--- src/rtl/mdst_pkg.sv ---
package mdst_pkg;

	// Drive table size and derived widths
	localparam int DRIVES = 8;
	localparam int DRV_W  = (DRIVES > 1) ? $clog2(DRIVES) : 1;

	// Drives that show up in the packed output word
	localparam int OUT_DRIVES = (DRIVES < 8) ? DRIVES : 8;

	// Field widths
	localparam int OP_W      = 3;
	localparam int ADDR_W    = 4;
	localparam int NOTE_W    = 7;
	localparam int PER_W     = 16;
	localparam int ACC_W     = 17;
	localparam int POS_W     = 8;
	localparam int INC_W     = 12;
	localparam int OUT_W     = 16;
	localparam int CFG_IDX_W = 3;
	localparam int CFG_DAT_W = 16;

	// Operation codes
	localparam logic [OP_W-1:0] OP_TICK       = 3'd0;
	localparam logic [OP_W-1:0] OP_NOTE_ON    = 3'd1;
	localparam logic [OP_W-1:0] OP_NOTE_OFF   = 3'd2;
	localparam logic [OP_W-1:0] OP_SET_PERIOD = 3'd3;
	localparam logic [OP_W-1:0] OP_HOME       = 3'd4;
	localparam logic [OP_W-1:0] OP_HALT       = 3'd5;
	localparam logic [OP_W-1:0] OP_SET_MOVE   = 3'd6;

	// Configuration register indexes
	localparam logic [CFG_IDX_W-1:0] REG_STEP_INC      = 3'd0;
	localparam logic [CFG_IDX_W-1:0] REG_MAX_POS       = 3'd1;
	localparam logic [CFG_IDX_W-1:0] REG_MAX_POS_STILL = 3'd2;
	localparam logic [CFG_IDX_W-1:0] REG_MIN_POS_STILL = 3'd3;
	localparam logic [CFG_IDX_W-1:0] REG_HOME_PERIOD   = 3'd4;
	localparam logic [CFG_IDX_W-1:0] REG_HIGHEST_NOTE  = 3'd5;

	// One entry of the drive table
	typedef struct packed {
		logic [NOTE_W-1:0] note;
		logic [PER_W-1:0]  period;
		logic [ACC_W-1:0]  accum;
		logic [POS_W-1:0]  position;
		logic              direction;
		logic              still;
	} drive_t;

	localparam int ENTRY_W = $bits(drive_t);

	typedef struct packed {
		logic [INC_W-1:0]  step_inc;
		logic [POS_W-1:0]  max_pos;
		logic [POS_W-1:0]  max_pos_still;
		logic [POS_W-1:0]  min_pos_still;
		logic [PER_W-1:0]  home_period;
		logic [NOTE_W-1:0] highest_note;
	} cfg_t;

	// Command context held for the duration of one table walk
	typedef struct packed {
		logic [OP_W-1:0]   op;
		logic              any;
		logic              found;
		logic [NOTE_W-1:0] note;
		logic [PER_W-1:0]  period;
		logic              still;
	} cmd_ctx_t;

endpackage

--- src/rtl/mdst_ram.sv ---
module mdst_ram #(
	parameter int WIDTH = 8,
	parameter int DEPTH = 8
) (
	input  logic                                    clk,
	input  logic                                    we,
	input  logic [((DEPTH > 1) ? $clog2(DEPTH) : 1)-1:0] waddr,
	input  logic [WIDTH-1:0]                        wdata,
	input  logic                                    re,
	input  logic [((DEPTH > 1) ? $clog2(DEPTH) : 1)-1:0] raddr,
	output logic [WIDTH-1:0]                        rdata
);

	logic [WIDTH-1:0] mem_q [DEPTH];

	always_ff @(posedge clk) begin
		if (we) begin
			mem_q[waddr] <= wdata;
		end
		if (re) begin
			rdata <= mem_q[raddr];
		end
	end

endmodule

--- src/rtl/mdst_cfg_regs.sv ---
module mdst_cfg_regs
	import mdst_pkg::*;
(
	input  logic                 clk,
	input  logic                 arst_n,
	input  logic                 cfg_we,
	input  logic [CFG_IDX_W-1:0] cfg_index,
	input  logic [CFG_DAT_W-1:0] cfg_data,
	output cfg_t                 cfg
);

	cfg_t cfg_q;

	always_ff @(posedge clk or negedge arst_n) begin
		if (!arst_n) begin
			cfg_q.step_inc      <= INC_W'(80);
			cfg_q.max_pos       <= POS_W'(158);
			cfg_q.max_pos_still <= POS_W'(20);
			cfg_q.min_pos_still <= POS_W'(18);
			cfg_q.home_period   <= PER_W'(2000);
			cfg_q.highest_note  <= NOTE_W'(127);
		end else if (cfg_we) begin
			case (cfg_index)
				REG_STEP_INC:      cfg_q.step_inc      <= cfg_data[INC_W-1:0];
				REG_MAX_POS:       cfg_q.max_pos       <= cfg_data[POS_W-1:0];
				REG_MAX_POS_STILL: cfg_q.max_pos_still <= cfg_data[POS_W-1:0];
				REG_MIN_POS_STILL: cfg_q.min_pos_still <= cfg_data[POS_W-1:0];
				REG_HOME_PERIOD:   cfg_q.home_period   <= cfg_data[PER_W-1:0];
				REG_HIGHEST_NOTE:  cfg_q.highest_note  <= cfg_data[NOTE_W-1:0];
				default: ;
			endcase
		end
	end

	assign cfg = cfg_q;

endmodule

--- src/rtl/mdst_drive_upd.sv ---
module mdst_drive_upd
	import mdst_pkg::*;
(
	input  cfg_t             cfg,
	input  cmd_ctx_t         ctx,
	input  drive_t           ent,
	input  logic [ACC_W-1:0] sum,
	output drive_t           nxt,
	output logic             take
);

	logic [ACC_W-1:0] per_x;
	logic [POS_W-1:0] hi;
	logic [POS_W-1:0] lo;

	assign per_x = {1'b0, ent.period};
	assign hi    = ent.still ? cfg.max_pos_still : cfg.max_pos;
	assign lo    = ent.still ? cfg.min_pos_still : '0;

	always_comb begin
		nxt  = ent;
		take = 1'b0;
		case (ctx.op)
			OP_TICK: begin
				if (ent.period != '0) begin
					nxt.accum = sum;
					if (sum > per_x) begin
						nxt.accum = sum - per_x;
						// reverse at the bounds, then step
						if (ent.position >= hi) begin
							nxt.direction = 1'b1;
						end else if (ent.position <= lo) begin
							nxt.direction = 1'b0;
						end
						if (nxt.direction) begin
							nxt.position = ent.position - POS_W'(1);
						end else begin
							nxt.position = ent.position + POS_W'(1);
						end
					end
					// homing drive parks at zero
					if (ent.note == '0 && nxt.position == '0) begin
						nxt.period = '0;
					end
				end else begin
					nxt.accum = '0;
				end
			end
			OP_NOTE_ON: begin
				if (!ctx.any || (ent.period == '0 && !ctx.found)) begin
					nxt.note   = ctx.note;
					nxt.period = ctx.period;
					take       = ctx.any;
				end
			end
			OP_NOTE_OFF: begin
				if (ent.note == ctx.note) begin
					nxt.note   = '0;
					nxt.period = '0;
				end
			end
			OP_SET_PERIOD: nxt.period = ctx.period;
			OP_HOME: begin
				nxt.still    = 1'b0;
				nxt.note     = '0;
				nxt.position = cfg.max_pos;
				nxt.period   = cfg.home_period;
			end
			OP_HALT: begin
				nxt.note   = '0;
				nxt.period = '0;
			end
			OP_SET_MOVE: nxt.still = ctx.still;
			default: ;
		endcase
	end

endmodule

--- src/rtl/multi_drive_step_tone_generator.sv ---
// Channel  Direction  Handshake             Payload
// cmd      in         cmd_valid/cmd_stall   operation, drive_address, note_number,
//                                           note_period, hold_still
// res      out        res_valid/res_stall   step_dir_bits
// cfg      in         cfg_we (no wait)      cfg_index, cfg_data
//
// A tick walks the whole drive table, one table read issued per cycle through
// two pipeline stages, and then passes through the emit state. A command on a
// single drive reads and writes back one entry; a command with nothing to do is
// accepted without leaving idle. The single-port read of the drive memory sets the pace.
// Reset clears the per-entry valid bits at once; no clearing pass is needed.
// A held result (res_stall high) does not block the next command transaction;
// only a later changed tick waits in the emit state for the output register.
module multi_drive_step_tone_generator
	import mdst_pkg::*;
(
	input  logic                 clk,
	input  logic                 arst_n,
	// command channel
	input  logic                 cmd_valid,
	output logic                 cmd_stall,
	input  logic [OP_W-1:0]      operation,
	input  logic [ADDR_W-1:0]    drive_address,
	input  logic [NOTE_W-1:0]    note_number,
	input  logic [PER_W-1:0]     note_period,
	input  logic                 hold_still,
	// result channel
	output logic                 res_valid,
	input  logic                 res_stall,
	output logic [OUT_W-1:0]     step_dir_bits,
	// configuration port
	input  logic                 cfg_we,
	input  logic [CFG_IDX_W-1:0] cfg_index,
	input  logic [CFG_DAT_W-1:0] cfg_data
);

	localparam logic [1:0] ST_IDLE = 2'd0;
	localparam logic [1:0] ST_RUN  = 2'd1;
	localparam logic [1:0] ST_EMIT = 2'd2;

	cfg_t cfg;

	mdst_cfg_regs u_cfg (
		.clk       (clk),
		.arst_n    (arst_n),
		.cfg_we    (cfg_we),
		.cfg_index (cfg_index),
		.cfg_data  (cfg_data),
		.cfg       (cfg)
	);

	// Sequencer and walk state
	logic [1:0]       state_q;
	logic             rd_act_q;
	logic [DRV_W-1:0] rd_idx_q;
	logic [DRV_W-1:0] rd_end_q;
	logic             s1_vld_s1;
	logic             s1_last_s1;
	logic             s1_evld_s1;
	logic [DRV_W-1:0] s1_idx_s1;
	logic             s2_vld_s2;
	logic             s2_last_s2;
	logic [DRV_W-1:0] s2_idx_s2;
	drive_t           s2_ent_s2;
	logic [ACC_W-1:0] s2_sum_s2;
	cmd_ctx_t         ctx_q;
	logic [DRIVES-1:0] vld_q;
	logic [OUT_W-1:0] bits_q;
	logic [OUT_W-1:0] last_q;
	logic             res_valid_q;
	logic [OUT_W-1:0] res_bits_q;

	// Command decode
	logic             cmd_acc;
	logic [5:0]       addr_x;
	logic             addr_ok;
	logic [DRV_W-1:0] addr_idx;
	logic             all_sel;
	logic             one_sel;
	logic             note_ok;

	assign cmd_stall = (state_q != ST_IDLE);
	assign cmd_acc   = cmd_valid && !cmd_stall;
	assign addr_x    = 6'(drive_address);
	assign addr_ok   = (addr_x != 6'd0) && (addr_x <= 6'(DRIVES));
	assign addr_idx  = DRV_W'(addr_x - 6'd1);
	assign note_ok   = (operation != OP_NOTE_ON) || (note_number <= cfg.highest_note);

	always_comb begin
		all_sel = 1'b0;
		one_sel = 1'b0;
		case (operation) inside
			OP_TICK, OP_HALT: all_sel = 1'b1;
			OP_NOTE_ON, OP_NOTE_OFF, OP_HOME: begin
				all_sel = (drive_address == '0) && note_ok;
				one_sel = addr_ok && note_ok;
			end
			OP_SET_PERIOD, OP_SET_MOVE: one_sel = addr_ok;
			default: ;
		endcase
	end

	// Drive table memory
	logic [ENTRY_W-1:0] rdata;
	drive_t             s1_ent;
	logic [ACC_W-1:0]   s1_sum;
	drive_t             upd;
	logic               take;
	logic               wr_en;
	logic               rd_en;

	assign rd_en = rd_act_q;
	assign wr_en = s2_vld_s2;

	mdst_ram #(
		.WIDTH (ENTRY_W),
		.DEPTH (DRIVES)
	) u_ram (
		.clk   (clk),
		.we    (wr_en),
		.waddr (s2_idx_s2),
		.wdata (upd),
		.re    (rd_en),
		.raddr (rd_idx_q),
		.rdata (rdata)
	);

	// Entry never written since reset reads as zero
	assign s1_ent = s1_evld_s1 ? drive_t'(rdata) : '0;
	assign s1_sum = s1_ent.accum + ACC_W'(cfg.step_inc);

	mdst_drive_upd u_upd (
		.cfg  (cfg),
		.ctx  (ctx_q),
		.ent  (s2_ent_s2),
		.sum  (s2_sum_s2),
		.nxt  (upd),
		.take (take)
	);

	// Packed step/direction word, merged in drive by drive
	logic [OUT_W-1:0] bits_nxt;

	always_comb begin
		bits_nxt = bits_q;
		for (int k = 0; k < OUT_DRIVES; k++) begin
			if (s2_idx_s2 == DRV_W'(k)) begin
				bits_nxt[2*k]   = upd.position[0];
				bits_nxt[2*k+1] = upd.direction;
			end
		end
	end

	logic res_load;
	assign res_load = (state_q == ST_EMIT) && (bits_q != last_q) &&
		(!res_valid_q || !res_stall);

	// Control
	always_ff @(posedge clk or negedge arst_n) begin
		if (!arst_n) begin
			state_q     <= ST_IDLE;
			rd_act_q    <= 1'b0;
			rd_idx_q    <= '0;
			rd_end_q    <= '0;
			s1_vld_s1   <= 1'b0;
			s1_last_s1  <= 1'b0;
			s1_evld_s1  <= 1'b0;
			s1_idx_s1   <= '0;
			s2_vld_s2   <= 1'b0;
			s2_last_s2  <= 1'b0;
			s2_idx_s2   <= '0;
			vld_q       <= '0;
			last_q      <= '0;
			res_valid_q <= 1'b0;
		end else begin
			// read issue
			s1_vld_s1 <= rd_act_q;
			if (rd_act_q) begin
				s1_idx_s1  <= rd_idx_q;
				s1_last_s1 <= (rd_idx_q == rd_end_q);
				s1_evld_s1 <= vld_q[rd_idx_q];
				if (rd_idx_q == rd_end_q) begin
					rd_act_q <= 1'b0;
				end else begin
					rd_idx_q <= rd_idx_q + DRV_W'(1);
				end
			end
			// data stage
			s2_vld_s2 <= s1_vld_s1;
			if (s1_vld_s1) begin
				s2_idx_s2  <= s1_idx_s1;
				s2_last_s2 <= s1_last_s1;
			end
			// write-back
			if (s2_vld_s2) begin
				vld_q[s2_idx_s2] <= 1'b1;
			end

			// output register: load wins over the drain of the old result
			if (res_load) begin
				res_valid_q <= 1'b1;
			end else if (res_valid_q && !res_stall) begin
				res_valid_q <= 1'b0;
			end

			case (state_q)
				ST_IDLE: begin
					if (cmd_acc && (all_sel || one_sel)) begin
						state_q  <= ST_RUN;
						rd_act_q <= 1'b1;
						rd_idx_q <= all_sel ? '0 : addr_idx;
						rd_end_q <= all_sel ? DRV_W'(DRIVES - 1) : addr_idx;
					end
				end
				ST_RUN: begin
					if (s2_vld_s2 && s2_last_s2) begin
						state_q <= (ctx_q.op == OP_TICK) ? ST_EMIT : ST_IDLE;
					end
				end
				ST_EMIT: begin
					if (bits_q == last_q) begin
						state_q <= ST_IDLE;
					end else if (res_load) begin
						last_q  <= bits_q;
						state_q <= ST_IDLE;
					end
				end
				default: state_q <= ST_IDLE;
			endcase
		end
	end

	// Payload
	always_ff @(posedge clk) begin
		if (s1_vld_s1) begin
			s2_ent_s2 <= s1_ent;
			s2_sum_s2 <= s1_sum;
		end
		if (cmd_acc) begin
			ctx_q.op     <= operation;
			ctx_q.any    <= all_sel;
			ctx_q.found  <= 1'b0;
			ctx_q.note   <= note_number;
			ctx_q.period <= note_period;
			ctx_q.still  <= hold_still;
			bits_q       <= '0;
		end else if (s2_vld_s2) begin
			bits_q <= bits_nxt;
			if (take) begin
				ctx_q.found <= 1'b1;
			end
		end
		if (res_load) begin
			res_bits_q <= bits_q;
		end
	end

	assign res_valid     = res_valid_q;
	assign step_dir_bits = res_bits_q;

endmodule

--- config.mk ---
export PLATFORM = sky130hd
export DESIGN_NAME = multi_drive_step_tone_generator
export DESIGN_NICKNAME = d
export VERILOG_FILES = /design/src/rtl/mdst_pkg.sv /design/src/rtl/mdst_ram.sv /design/src/rtl/mdst_cfg_regs.sv /design/src/rtl/mdst_drive_upd.sv /design/src/rtl/multi_drive_step_tone_generator.sv
export SDC_FILE = /design/constraint.sdc
export NUM_CORES = 1
export LEC_CHECK = 0
export BUFFER_PORTS_ARGS = -buffer_cell sky130_fd_sc_hd__buf_2
export CORE_ASPECT_RATIO = 1.2
export CORE_MARGIN = 3
export CORE_UTILIZATION = 56
export CTS_CLUSTER_SIZE = 25
export DETAILED_ROUTE_END_ITERATION = 8
export PLACE_DENSITY = 0.86
export RECOVER_POWER = 25
export SLEW_MARGIN = 40
export SYNTH_ARGS = -nofsm -noshare
export SYNTH_HDL_FRONTEND = slang
export SYNTH_SLANG_ARGS = --single-unit
--- constraint.sdc ---
create_clock -name clk -period 5 [get_ports clk]
set_clock_uncertainty 0.15 [all_clocks]
set_input_delay 0.25 -clock clk [delete_from_list [all_inputs] [get_ports clk]]
set_output_delay 0.25 -clock clk [all_outputs]
set_load 0.01 [all_outputs]
==> impl_metrics.py, run 1 <==
metrics = {
    "outcome": {
        "status": "complete, but fails checks",
        "violations": "max-capacitance violations, max-slew violations",
    },
    "worst_setup_path": {
        "cp.arrival_ns": 5.04,
        "path_max_fanout": 16,
        "critical_path_class": "reg -> reg",
        "required_ns": 5.15,
        "r2r_slack_ns": 0.11,
        "end_kind": "flip-flop",
        "startpoint_type": "flip-flop",
    },
    "die": {
        "die_x_um": 213,
        "core_area_um2": 50600,
        "start_util_pct": 56.9,
        "rows": 90,
        "die_area_um2": 54100,
        "die_h_um": 254,
        "ios": 73,
    },
    "routing": {
        "drc": 0,
        "num_vias": 16800,
        "routedWlPerCell_um": 25.7,
        "drt_iter0_drc": 1778,
        "viasPerCell": 6.35,
        "ant_nets": 0,
        "drt-total-wl_mm": 67.8,
        "first_pass_iters": 6,
    },
    "yosys": {
        "synth_edf_count": 561,
        "async_flop_share_pct": 15.2,
        "synth_area_per_cell_um2": 16.4,
        "synth_area_um2": 28800,
        "synthesis.nets": 1874,
        "synthFlopType": "edfxtp_1",
        "synth-seq-area-share_pct": 68.9,
        "ys_types": 76,
        "synthCells": 1757,
        "synth_warnings": 0,
        "synth_seq_cells": 682,
    },
    "timing": {
        "final.setup.tns_ns": 0,
        "worst_slew_pin_slew_ns": 3.30,
        "max_slew_margin_pct": -120,
        "hold_violations": 0,
        "fmax_mhz": 205,
        "fin_crit_sh_pct": 97.8,
        "min_period_ns": 4.89,
        "slew_viol_final": 167,
        "setup_violations": 0,
    },
    "clocking": {
        "clockBufferDepth": 3,
        "cts_root_buffer": "clkbuf_16",
        "insertion_delay_ns": 0.61,
        "cts_buffers": 66,
        "path_clk_slew_ns": 0.06,
        "cts.sink_count": 682,
        "cts_tree": "done",
        "h-tree-depth": 3,
    },
    "run": {
        "max_cap_viol_count": 5,
    },
    "grt": {
        "antenna_found_initial": 1,
        "grt_pass1_vias": 17300,
        "grt_max_degree": 63,
        "grt_pass1_wl_mm": 103,
        "grt_overflow": 0,
        "gr-usage-all-layers_pct": 25.4,
    },
    "placement": {
        "portBuffers": 72,
        "gp_congestion": 0.886,
        "dp_hpwl_mm": 41.0,
        "dp_cells": 2458,
        "placed_cell_area_um2": 30300,
    },
    "power_and_ir_drop": {
        "ir_drop_mv": 0.379,
        "total_leakage_power_nw": 11.7,
        "pwr_density_cell_nw_per_um2": 716,
        "total_power_w": 0.0236,
    },
    "finish": {
        "layout_common_cells": "edfxtp_1 (561), nand2_1 (128), mux2_2 (120)",
        "fin_util_pct": 65.3,
        "fin_cells": 2641,
        "layout.nets": 2062,
        "mostFrequentLayoutCell": "edfxtp_1",
        "area_growth_pct": 14.8,
        "design_area_um2": 33000,
        "drive_above_1_share_pct": 24.5,
    },
    "worst_hold_path": {
        "min_path_type": "in -> reg",
    },
}
[cells in the mapped netlist, types with 4 or more instances]
library cell	n	area [µm²]
nor2b_1	10	62.6
a22o_1	12	105
o21ai_0	42	210
o211ai_1	4	30.0
xnor2_1	45	394
mux4_2	102	2300
dfstp_2	24	631
o31ai_1	8	60.1
clkbuf_1	51	191
o22ai_1	31	194
a22oi_1	15	113
xor2_1	6	52.6
or3_1	6	37.5
nor3_1	20	100
o21a_1	10	75.1
mux2i_1	23	230
dfrtp_1	80	2000
nand2_1	129	484
ha_1	59	738
a211oi_1	9	67.6
inv_1	58	218
nand2b_1	13	81.3
edfxtp_1	561	16800
buf_1	8	30.0
and3_1	4	25.0
and2_1	55	344
nand3_1	16	80.1
nor2_1	55	206
mux2_2	120	1350
a21o_1	11	82.6
dfxtp_1	17	340
nor4_1	9	56.3
a21oi_1	56	280
nand4_1	16	100
or2_2	10	62.6
[critical path: stages (launching register included)]
cell	delay (ns)
edfxtp_1	0.45
buf_12	0.19
mux2i_1	0.12
ha_1	0.33
a21o_1	0.19
a31oi_4	0.16
o21ai_2	0.11
a31oi_4	0.23
nand2_4	0.11
ha_1	0.30
a21o_1	0.19
a21oi_2	0.14
xor2_1	0.21
nand2_1	0.07
or3_1	0.37
o41a_1	0.47
nor4b_4	0.30
buf_6	0.18
clkbuf_16	0.17
o22ai_2	0.12
[registers in the layout (all words and copies together), names as in the netlist]
register and flops:
s2_ent_s2 50, rd_end_q 3, u_cfg.cfg 59, s2_last_s2 1, s2_vld_s2 1, s1_vld_s1 1
rd_act_q 1, s1_evld_s1 1, last_q 16, s1_idx_s1 3, u_ram.mem_q 400, ctx_q 29
state_q 2, s2_idx_s2 3, res_valid 1, s1_last_s1 1, s2_sum_s2 17, rd_idx_q 3
u_ram.rdata 50, bits_q 16, step_dir_bits 16, vld_q 8
[worst paths after layout]
kind | end | cells past startpoint | startpoint
min reg2reg | vld_q[5]$_DFFE_PN0P_ | 1 | vld_q[5]$_DFFE_PN0P_
max reg2reg | u_ram.mem_q[3][31]$_DFFE_PP_ | 19 | s2_ent_s2[0]$_SDFFCE_PN0P_
max in group asynchronous | rd_idx_q[1]$_DFF_PN0_ | 3 | arst_n
min in group asynchronous | s1_evld_s1$_DFFE_PN0P_ | 2 | arst_n
min | rd_idx_q[2]$_DFF_PN0_ | 4 | drive_address[3]
max | u_ram.mem_q[3][31]$_DFFE_PP_ | 19 | s2_ent_s2[0]$_SDFFCE_PN0P_
[cell type report]
type                    count  area, µm²
flip-flops and latches    682      19800
clock buffers              89       1880
well taps                 644        806
clock inverters            30        225
diodes                      1       2.50
multi-input cells         952       8670
repair buffers            184       1380
fillers                  3196      17500
inverters                  59        221
[through the flow]
step	hold slack, ns	setup slack, ns
after CTS	0.0624	0.0109
after global routing	0.126	-0.0201
after floorplan	-0.196	0.0517
after detailed placement	0.232	-0.0591
after global placement	0.227	-0.0353
final	0.110	0.112
[layer usage]
metal / up-vias / global-route usage [%] / routed length, µm
li1: 7205 / - / -
met1: 8472 / 33.9 / 25800
met2: 930 / 42.1 / 33700
met3: 164 / 4.55 / 6000
met4: 0 / 10.3 / 2280
met5: - / 0 / 0
[repair_timing]
action,CTS,global route
resized for setup,1,26
hold endpoints to repair,146,0
hold buffers,51,0
buffers inserted,1,10
gates cloned,0,1
pin swaps,2,7
endpoints found under the setup margin,126,136
[cell families after synthesis]
group / Yosys count / share of synthesized area (%)
buffers and inverters: 123 / 1.66
AND/OR/NAND/NOR: 356 / 6.12
adder cells (fa/ha/maj): 63 / 2.81
AO/OA/AOI/OAI: 237 / 5.45
XOR/XNOR: 51 / 1.55
multiplexers: 245 / 13.5
flip-flops: 682 / 68.9
[power breakdown]
part           switching (W)  internal, W
logic                0.00493      0.00380
registers            0.00108      0.00892
clock network        0.00210      0.00280
Note: power is estimated with default switching activity, not from simulation.
==> run 2: changes to the inputs <==
--- a/config.mk
+++ b/config.mk
@@ -5,14 +5,13 @@
 export SDC_FILE = /design/constraint.sdc
 export NUM_CORES = 1
 export LEC_CHECK = 0
+export ABC_CLOCK_PERIOD_IN_PS = 5000
 export BUFFER_PORTS_ARGS = -buffer_cell sky130_fd_sc_hd__buf_2
 export CORE_ASPECT_RATIO = 1.2
-export CORE_MARGIN = 3
 export CORE_UTILIZATION = 56
 export CTS_CLUSTER_SIZE = 25
 export DETAILED_ROUTE_END_ITERATION = 8
 export PLACE_DENSITY = 0.86
-export RECOVER_POWER = 25
 export SLEW_MARGIN = 40
 export SYNTH_ARGS = -nofsm -noshare
 export SYNTH_HDL_FRONTEND = slang
==> impl_metrics.py, run 2 (synthesized netlist as in run 1, its figures left out) <==
metrics = {
    "die": {
        "start_util_pct": 57.0,
        "ios": 73,
        "die_area_um2": 52300,
        "rows": 90,
        "die_x_um": 209,
        "core_area_um2": 50400,
        "die_h_um": 250,
    },
    "timing": {
        "min_period_ns": 5.02,
        "worst_slew_pin_slew_ns": 0.833,
        "max_slew_margin_pct": 43.8,
        "grt_setup_unrepaired": "true",
        "fmax_mhz": 199,
        "slew_viol_final": 0,
        "fin_crit_sh_pct": 100,
        "post-route-worst-setup-slack_ns": -0.0188,
        "hold_violations": 0,
        "setup_violations": 23,
        "whs_ns": 0.0630,
    },
    "grt": {
        "grt_pass1_wl_mm": 103,
        "grt_max_degree": 64,
        "grt_overflow": 0,
        "grt_pass1_vias": 17400,
        "gr-usage-all-layers_pct": 26.3,
        "antenna_found_initial": 1,
    },
    "routing": {
        "ant_nets": 0,
        "num_vias": 16800,
        "routedWlPerCell_um": 25.7,
        "viasPerCell": 6.36,
        "drt_iter0_drc": 1657,
        "first_pass_iters": 5,
        "drc": 0,
        "drt-total-wl_mm": 67.8,
    },
    "finish": {
        "mostFrequentLayoutCell": "edfxtp_1",
        "largest_reg_flops": 400,
        "n_fill_cell": 3196,
        "area_growth_pct": 15.2,
        "largest_register": "u_ram.mem_q",
        "design_area_um2": 33100,
        "layout_common_cells": "edfxtp_1 (561), nand2_1 (125), mux2_2 (120)",
        "layout.nets": 2058,
        "drive_above_1_share_pct": 28.2,
        "fin_util_pct": 65.7,
    },
    "power_and_ir_drop": {
        "ir_drop_mv": 0.431,
        "p_clk_share_pct": 20.0,
        "pwr_density_cell_nw_per_um2": 715,
        "seqPwrFrac_pct": 42.2,
        "comb_power_share_pct": 37.8,
        "sw_frac_of_total_pct": 34.6,
        "total_power_w": 0.0237,
        "p_int_w": 0.0155,
        "p_sw_w": 0.00820,
        "total_leakage_power_nw": 11.8,
    },
    "worst_setup_path": {
        "startpoint_type": "flip-flop",
        "critical_path_class": "reg -> reg",
        "crit_chain": "buf_6 -> buf_4 -> mux2i_1 -> ha_1 -> a21o_1 -> a31oi_2 -> o21ai_2 -> a31oi_4 -> nand2_4 -> buf_4 -> ha_4 -> nor2b_4 -> o21a_1 -> o21a_1 -> nor2_2 -> or3_1 -> o41a_1 -> nor4b_4 -> buf_6 -> buf_12 -> o22ai_2",
        "cp.arrival_ns": 5.18,
        "cpMaxStageDelayCell": "o41a_1",
        "path_max_fanout": 8,
        "required_ns": 5.17,
        "reg2reg_depth": 21,
        "end_kind": "flip-flop",
        "critPathMaxStageDelay_ns": 0.49,
    },
    "placement": {
        "gp_congestion": 0.903,
        "pre_cts_ws_ns": 0.0556,
        "portBuffers": 72,
        "dp_hpwl_mm": 41.0,
        "placed_cell_area_um2": 30200,
    },
    "clocking": {
        "insertion_delay_ns": 0.64,
        "cts_buffers": 60,
        "h-tree-depth": 2,
        "clockBufferDepth": 3,
        "path_clk_slew_ns": 0.07,
        "cts_tree": "done",
        "cts_root_buffer": "clkbuf_16",
        "cts.sink_count": 682,
    },
    "run": {
        "max_cap_viol_count": 0,
    },
    "worst_hold_path": {
        "min_path_type": "in -> async",
    },
    "outcome": {
        "violations": "negative setup slack",
        "status": "complete, but fails checks",
    },
}
[run 2: cell types whose count changed in the layout (fill, tap and decap cells not counted), moves of 10 or more]
cell and delta:
buf_4 +17, clkbuf_1 -41, clkbuf_16 -10, and2_1 +28, buf_2 +29, and2_0 -29
[run 2: cell type report]
type	instances	area (µm²)	area share (%)
Antenna cell	1	2.50	0.00755
Tap cell	644	806	2.43
Inverter	59	221	0.668
Timing Repair Buffer	186	1430	4.32
Multi-Input combinational cell	952	8830	26.6
Clock buffer	73	1570	4.74
Sequential cell	682	19800	59.8
Clock inverter	40	443	1.34
[run 2: power groups by stage]
stage / combinational (W) / sequential, W / clock [W]
after floorplan: 0.00613 / 0.00962 / 0
after global placement: 0.00786 / 0.00999 / 0
after detailed placement: 0.00819 / 0.0101 / 0
after CTS: 0.00834 / 0.0100 / 0.00477
after global routing: 0.00970 / 0.0101 / 0.00497
final: 0.00896 / 0.00999 / 0.00474
[run 2: path summary, 6_finish.rpt]
check	startpoint	endpoint	slack (ns)
setup / recovery	s2_ent_s2[0]$_SDFFCE_PN0P_	u_ram.mem_q[3][29]$_DFFE_PP_	-0.02
hold / removal	arst_n	last_q[0]$_DFFE_PN0P_	0.06
setup reg to reg	s2_ent_s2[0]$_SDFFCE_PN0P_	u_ram.mem_q[3][29]$_DFFE_PP_	-0.02
hold reg to reg	vld_q[3]$_DFFE_PN0P_	vld_q[3]$_DFFE_PN0P_	0.32
max in group asynchronous	arst_n	u_cfg.cfg[36]$_DFFE_PN0P_	3.52
min in group clk	cmd_valid	bits_q[2]$_SDFFE_PP0P_	0.07
[run 2: critical path: cells and delay by family (launching register included)]
kind	cells	cell delay, ns
AOI/OAI and AO/OA	8	1.68
adders and majority gates	2	0.59
buffers and inverters	5	0.78
DFF	1	0.43
muxes	1	0.11
and+or+nand+nor	5	0.94
[run 2: per-stage QoR]
stage                     instances  TNS [ns]
after detailed placement       2456         0
after CTS                      2617         0
after global routing           2636     -9.09
after global placement         2454         0
final                          2637    -0.194
after floorplan                1757         0
[run 2: repair_timing]
action	4_1_cts	5_1_grt
setup buffers	0	17
hold endpoints to repair	157	0
endpoints found under the setup margin	0	136
resized for setup	0	52
hold buffers	48	0
[run 2: per-layer routing]
layer	wire [µm]	part of all wire, %	GRT usage (%)	vias to the layer above
met5	0	0	0	-
met4	2270	3.3	10.3	0
met3	5640	8.3	4.59	159
met2	33900	50	44.2	889
met1	26000	38	34.2	8539
li1	-	-	-	7173
